**src/oaht_pkg.sv**
```systemverilog
`default_nettype none
package oaht_pkg;

    // Request codes.
    localparam logic [1:0] REQ_INSERT = 2'd0;
    localparam logic [1:0] REQ_LOOKUP = 2'd1;
    localparam logic [1:0] REQ_DELETE = 2'd2;
    localparam logic [1:0] REQ_CLEAR  = 2'd3;

    // Status codes.
    localparam logic [2:0] ST_OK       = 3'd0;
    localparam logic [2:0] ST_DUP      = 3'd1;
    localparam logic [2:0] ST_NOTFOUND = 3'd2;
    localparam logic [2:0] ST_FULL     = 3'd3;
    localparam logic [2:0] ST_EMPTY    = 3'd4;

    localparam logic [3:0]  MAX_KEY_BYTES = 4'd8;
    localparam logic [31:0] HASH_SEED     = 32'd5381;
    localparam logic [3:0]  CAP_LOG2_RESET = 4'd10;

    typedef struct packed {
        logic [1:0]  req_type;
        logic [63:0] key_word;
        logic [3:0]  key_length;
        logic [31:0] value_in;
    } req_t;

    typedef struct packed {
        logic [2:0]  status;
        logic [31:0] value_out;
        logic [9:0]  slot_index;
        logic [10:0] entry_count;
        logic [10:0] removed_count;
    } res_t;

    // Commands from the controller to the datapath.
    typedef struct packed {
        logic       load;
        logic       hash_step;
        logic       probe_init;
        logic       probe_next;
        logic       wr_ins;
        logic       wr_del;
        logic       occ_clear;
        logic       sweep_step;
        logic       set_res;
        logic [2:0] res_status;
        logic       out_load;
    } cmd_t;

    // Status from the datapath to the controller.
    typedef struct packed {
        logic [1:0] req_type;
        logic       len_zero;
        logic       full;
        logic       hash_done;
        logic       sweep_done;
        logic       empty;
        logic       match;
        logic       home_again;
        logic       bound_hit;
        logic       out_free;
    } sts_t;

endpackage
`default_nettype wire

```
**src/oaht_ctrl.sv**
```systemverilog
`default_nettype none
module oaht_ctrl
    import oaht_pkg::*;
(
    input  wire logic clk,
    input  wire logic rst_n,
    input  wire logic in_valid,
    output logic      in_ready,
    input  wire sts_t sts,
    output cmd_t      cmd
);

    typedef enum logic [6:0] {
        S_INIT   = 7'b0000001,
        S_IDLE   = 7'b0000010,
        S_HASH   = 7'b0000100,
        S_READ   = 7'b0001000,
        S_CHECK  = 7'b0010000,
        S_CLEAR  = 7'b0100000,
        S_RESULT = 7'b1000000
    } state_t;

    state_t state_reg;
    state_t state_next;

    // State register.
    always_ff @(posedge clk or negedge rst_n)
    begin
        if (!rst_n)
        begin
            state_reg <= S_INIT;
        end
        else
        begin
            state_reg <= state_next;
        end
    end

    assign in_ready = (state_reg == S_IDLE);

    // Sequencing of hash, probes, clearing and result hand-off.
    always_comb
    begin
        state_next = state_reg;
        cmd        = '0;
        case (state_reg)
            S_INIT:
            begin
                cmd.sweep_step = 1'b1;
                if (sts.sweep_done)
                begin
                    state_next = S_IDLE;
                end
            end
            S_IDLE:
            begin
                if (in_valid)
                begin
                    cmd.load   = 1'b1;
                    state_next = S_HASH;
                end
            end
            S_HASH:
            begin
                if (sts.req_type == REQ_CLEAR)
                begin
                    cmd.occ_clear  = 1'b1;
                    cmd.set_res    = 1'b1;
                    cmd.res_status = ST_OK;
                    state_next     = S_CLEAR;
                end
                else if (!sts.hash_done)
                begin
                    cmd.hash_step = 1'b1;
                end
                else if (sts.req_type == REQ_INSERT && sts.full)
                begin
                    cmd.set_res    = 1'b1;
                    cmd.res_status = ST_FULL;
                    state_next     = S_RESULT;
                end
                else if (sts.len_zero)
                begin
                    cmd.set_res    = 1'b1;
                    cmd.res_status = ST_EMPTY;
                    state_next     = S_RESULT;
                end
                else
                begin
                    cmd.probe_init = 1'b1;
                    state_next     = S_READ;
                end
            end
            S_READ:
            begin
                state_next = S_CHECK;
            end
            S_CHECK:
            begin
                state_next = S_RESULT;
                cmd.set_res = 1'b1;
                if (sts.req_type == REQ_INSERT)
                begin
                    if (sts.empty)
                    begin
                        cmd.wr_ins     = 1'b1;
                        cmd.res_status = ST_OK;
                    end
                    else if (sts.match)
                    begin
                        cmd.res_status = ST_DUP;
                    end
                    else if (sts.bound_hit)
                    begin
                        cmd.res_status = ST_FULL;
                    end
                    else
                    begin
                        cmd.set_res    = 1'b0;
                        cmd.probe_next = 1'b1;
                        state_next     = S_READ;
                    end
                end
                else
                begin
                    if (sts.home_again || sts.empty)
                    begin
                        cmd.res_status = ST_NOTFOUND;
                    end
                    else if (sts.match)
                    begin
                        cmd.res_status = ST_OK;
                        cmd.wr_del     = (sts.req_type == REQ_DELETE);
                    end
                    else if (sts.bound_hit)
                    begin
                        cmd.res_status = ST_NOTFOUND;
                    end
                    else
                    begin
                        cmd.set_res    = 1'b0;
                        cmd.probe_next = 1'b1;
                        state_next     = S_READ;
                    end
                end
            end
            S_CLEAR:
            begin
                cmd.sweep_step = 1'b1;
                if (sts.sweep_done)
                begin
                    state_next = S_RESULT;
                end
            end
            S_RESULT:
            begin
                if (sts.out_free)
                begin
                    cmd.out_load = 1'b1;
                    state_next   = S_IDLE;
                end
            end
            default:
            begin
                state_next = S_IDLE;
            end
        endcase
    end

endmodule
`default_nettype wire

```
**config.mk**
```make
export PLATFORM = sky130hd
export DESIGN_NAME = oaht_ctrl
export DESIGN_NICKNAME = d
export VERILOG_FILES = /design/src/oaht_pkg.sv /design/src/oaht_ctrl.sv
export SDC_FILE = /design/constraint.sdc
export NUM_CORES = 1
export LEC_CHECK = 0
export BUFFER_PORTS_ARGS = -buffer_cell sky130_fd_sc_hd__clkbuf_2
export CELL_PAD_IN_SITES_DETAIL_PLACEMENT = 1
export CELL_PAD_IN_SITES_GLOBAL_PLACEMENT = 2
export CORE_ASPECT_RATIO = 1.4
export CORE_MARGIN = 2
export CORE_UTILIZATION = 26
export CTS_BUF_LIST = sky130_fd_sc_hd__clkbuf_16
export CTS_CLUSTER_SIZE = 16
export DETAILED_ROUTE_END_ITERATION = 16
export HOLD_SLACK_MARGIN = 0.05
export PLACE_DENSITY_LB_ADDON = 0.1
export SLEW_MARGIN = 20
export SYNTH_ARGS = -nofsm -noshare
export SYNTH_HDL_FRONTEND = slang
export SYNTH_SLANG_ARGS = --single-unit
```
**constraint.sdc**
```tcl
create_clock -name clk -period 2.8 [get_ports clk]
set_input_delay 0 -clock clk [delete_from_list [all_inputs] [get_ports clk]]
set_output_delay 0 -clock clk [all_outputs]
set_load 0.005 [all_outputs]
```
==> Word-level counts from Yosys, hierarchy flattened <==
Cells that the tools add are included.
Widths: inputs -> output; s select.
{ "totals": {"output_inout_bits": 14, "wordCells": 74, "register_bits": 7, "input_bits": 14} }
{ "op_classes": {"muxes": 54, "n_eq_ne": 14, "reduce_logical": 5} }
{ "op_table": {"columns": ["operator", "n"], "rows": [
  ["$mux 7", 13],
  ["$pmux 7 s7", 1],
  ["$mux 1", 25],
  ["$mux 4", 5],
  ["$mux 2", 8],
  ["$ne 2x2->1 const B", 4],
  ["$pmux 4 s2", 1],
  ["$eq 7x1->1 const B", 1],
  ["$eq 7x2->1 const B", 1],
  ["$eq 7x3->1 const B", 1],
  ["$eq 7x4->1 const B", 1],
  ["$eq 7x5->1 const B", 1],
  ["$eq 7x6->1 const B", 1],
  ["$eq 7x7->1 const B", 1],
  ["$reduce_and 5->1", 1],
  ["$eq 2x2->1 const B", 2],
  ["$mux 3", 1],
  ["$ne 3x3->1 const B", 1],
  ["$logic_not 2->1", 1],
  ["$reduce_or 2->1", 1],
  ["$logic_and 1x1->1", 1],
  ["$logic_or 1x1->1", 1]
]} }

==> Depth between registers and ports, before layout <==
{ "depth": {"ltp_word": 6, "mapped_depth": 6, "ltp_nobuf": 4} }

==> Worst setup path before layout <==
Ideal clock, no wire load.
{ "synth_path": {"path_type": "flip-flop to flip-flop", "start": "register state_reg[1]", "end": "register state_reg[6]", "path_buffers": 1, "path_slack_ps": 917, "setup_ps": 95, "stages_incl_launch_ff": 6, "arrival_time_ps": 1788, "path_cell_list": "dfrtp_1 -> or4_1 -> buf_2 -> or2_4 -> a32o_1 -> o31ai_1"} }
{ "synth_between": {"elab_chain_len": 3} }
{ "synth_lines": {"columns": ["item", "line", "source"], "rows": [
  ["start, declared", "oaht_ctrl.sv:23", "state_t state_reg;"],
  ["start signal, assigned", "oaht_ctrl.sv:35", "state_reg <= state_next;"],
  ["$eq 7x3->1 (tied with other cells)", "oaht_ctrl.sv:46", "case (state_reg)"],
  ["$ne 3x3->1 (no source line) / $ne 2x2->1 (equally long branches)", null, null],
  ["$reduce_and 5->1 (no source line)", null, null]
]} }
Parallel ways exist; a longest one is shown, timed or not.
A chain may end at the register's enable or synchronous reset.

==> flow_metrics.py <==
metrics = {
    "worst_setup_path": {
        "r2r_start": "state_reg[1]",
        "max_stage_delay_ps": 650,
        "worst_setup_path_end_kind": "output port",
        "crit_end": "cmd[1]",
        "startpoint_type": "flip-flop",
        "path_cells": "or4_1, or2_1, or3_1, a21oi_1, clkbuf_2",
        "cpMaxStageDelayCell": "or4_1",
        "rr_endpoint": "state_reg[6]",
        "critical_path_buf_inv_count": 1,
        "arrival_ps": 2280,
        "cp.depth": 5,
        "rrSetupSlack_ps": 780,
        "cp_max_fo": 7,
        "rr_worst_depth": 4,
        "critPathKind": "flip-flop to output port",
        "cp.required_ps": 2800,
        "crit_family": "simple AND/OR/NAND/NOR gates",
        "critical_path.startpoint": "state_reg[1]",
    },
    "cells_and_area": {
        "area_growth_pct": 38.91,
        "diodes": 0,
        "ff_latch_area_sq_um": 176.4,
        "multiInputGateArea_sq_um": 426.7,
        "fillCellCount": 289,
        "final_cells": 129,
        "stdcell_area_sq_um": 862.1,
        "drive_gt1_share_pct": 34.58,
        "largest_register_ffs": 7,
        "fin_nets": 122,
    },
    "synth": {
        "synth.avg_cell_area_sq_um": 8.060,
        "yosysSeqAreaShare_pct": 28.43,
        "yosys.area.top_type": "dfrtp_1",
        "synth_area_sq_um": 620.6,
        "yosys_warnings": 0,
        "yosys-top-cells-area": "dfrtp_1, nor2_1, and3_1",
        "yosys.area.top_type_share_pct": 24.19,
        "syn_inst": 77,
        "synth-seq-cells": 7,
        "synth_cell_types": 32,
        "syn_nets": 91,
    },
    "clock_network": {
        "post_cts.repair.setup_buffers": 0,
        "cts_max_path_buffers": 2,
        "insertion_delay_ps": 230,
        "cts_buffers": 3,
        "path_clk_slew_ps": 40,
        "cts_tree": "done",
        "cts-htree-levels": 1,
        "clock-root-buffer": "clkbuf_16",
        "cts-resized-gates": 0,
        "clock-sinks": 7,
    },
    "outcome": {
        "run_status": "finished, final reports clean",
    },
    "timing": {
        "slew_violations": 0,
        "fin_crit_sh_pct": 81.43,
        "relSlewSlack_pct": 68.06,
        "skew_ps": 1.883,
        "final-hold-violation-count": 0,
        "setup_viol_count_final": 0,
        "worst_slew_pin_slew_ps": 475.5,
        "fmax_ghz": 0.4386,
        "setup_ws_ps": 519.9,
        "hold_slack_ps": 69.40,
        "finalCriticalPeriod_ps": 2280,
        "tns_ps": 0,
        "grt_setup_unrepaired": "false",
    },
    "floorplan": {
        "fp.dieH_microns": 61.81,
        "core_area_sq_mm": 0.002227,
        "ios": 28,
        "design.die.area_sq_mm": 0.002799,
        "fp-row-count": 20,
        "die_width_microns": 45.29,
        "initial_utilization_pct": 27.87,
    },
    "power_and_ir_drop": {
        "seqPwrFrac_pct": 23.3,
        "power.internal_mw": 0.4253,
        "clkPwrFrac_pct": 36.9,
        "p_sw_share_pct": 34.90,
        "pwr-share-comb_pct": 39.8,
        "leakagePower_nw": 0.4454,
        "powerDensity_mw_per_mm2": 757.8,
        "ir_worst_vdd_uv": 255.5,
        "switchingPower_mw": 0.2280,
    },
    "drt": {
        "drt_first_pass_iters": 2,
        "ant_nets": 0,
        "wl_microns": 1996,
        "first_iter_violations": 10,
        "via_per_inst": 5.550,
        "wire_per_inst_microns": 15.47,
        "vias": 716,
        "drc": 0,
    },
    "global_route": {
        "grt_util_all_layers_pct": 17.25,
        "antenna_found_initial": 0,
        "grt_pass1_vias": 748,
        "grt-ovfl-total": 0,
        "grt_first_pass_wirelength_microns": 3318,
        "grt_max_degree": 11,
    },
    "hold_path": {
        "min_path_type": "input pin to flip-flop",
    },
    "flow_run": {
        "maxCapViolCount": 0,
    },
    "placement": {
        "io_buffers": 27,
        "placed_cells": 124,
        "place_ws_ps": 771.4,
        "placed_cell_area_sq_um": 773.2,
        "gp_congestion": 0.7435,
        "hpwl_microns": 1608,
    },
}
[worst reg2reg max path, stage by stage (launching register included)]
cell and delay, ps:
dfrtp_1 430, or4_1 650, or2_4 320, a32o_1 280
o31ai_1 240
[synth_stat cells]
cell type   n
and4b_1     1
o311ai_4    1
buf_2       2
dfstp_2     1
or4_1       1
nor4_1      2
nand4b_1    3
a21oi_1     4
or2_4       1
a32o_1      1
nand3_1     2
a21o_1      2
o211ai_1    1
nand2_1     2
or2_2       2
and2_1      3
xor2_1      2
inv_1       2
o22ai_1     1
nor2b_1     1
nor2_1     13
or2_1       1
o21ai_0     2
o31ai_1     1
nor3_1      4
or3b_2      2
and4_1      3
dfrtp_1     6
and3_1      5
a211oi_1    3
or3_1       1
o21bai_1    1
[metrics by stage]
step	power (mW)	utilization, %
4_1_cts	0.6609	38.71
5_1_grt	0.6967	38.71
3_5_place_dp	0.4113	34.72
3_3_place_gp	0.4090	34.72
6_report	0.6533	38.71
2_1_floorplan	0.3260	-
[kinds of logic (layout without fill, tap and decap cells)]
logic type,count (synthesis),after routing,share of synthesized area (%)
simple gates,47,47,44.56
xor+xnor,2,2,2.823
buf+inv,4,34,2.823
compound gates,17,17,21.37
flops,7,7,28.43
[placed cells by master (no fill, tap or decap), types with 3 or more instances in the layout]
master and n:
and2_1 3, dfrtp_1 6, clkbuf_16 3, clkbuf_2 27
a211oi_1 3, inv_1 3, nor3_1 4, a21oi_1 4
and4_1 3, nand4b_1 3, and3_1 5, nor2_1 13
[layout make-up]
type	instances	area share, %
clock buffers	3	8.708
clock inverters	1	0.4354
inverters	2	0.8708
multi-input cells	66	49.49
flip-flops and latches	7	20.46
well taps	22	3.193
repair buffers	28	16.84
[routing by layer]
metal	global-route usage, %	vias to the layer above	share of wire (%)	routed length [microns]
met5	0	-	0	0
li1	-	352	-	-
met3	2.601	5	4.1	81
met4	13.45	0	3.2	63
met2	32.65	24	54	1086
met1	15.99	335	38	764
[how the worst min path moves through the flow]
stage | slack (ps) | to | cells after the start | from
2_1_floorplan | -300 | state_reg[1] | 0 | rst_n
5_1_grt | 80 | state_reg[0] | 3 | sts[5]
3_3_place_gp | -150 | state_reg[2] | 1 | rst_n
3_5_place_dp | -150 | state_reg[2] | 1 | rst_n
4_1_cts | 70 | state_reg[0] | 3 | sts[5]
6_report | 70 | state_reg[0] | 3 | sts[5]
[power by group through the flow]
stage	combinational [mW]	sequential (mW)	clock, mW
final	0.260	0.152	0.241
after floorplan	0.185	0.141	0
after CTS	0.265	0.153	0.244
after global placement	0.258	0.151	0
after global routing	0.290	0.157	0.249
after detailed placement	0.259	0.152	0
[repair_timing]
| item | CTS | global route |
|---|---|---|
| setup endpoints to repair | 0 | 0 |
| endpoints found under the hold margin | 7 | 0 |
| hold buffers | 1 | 0 |
Power figures use the tool's default switching activity.
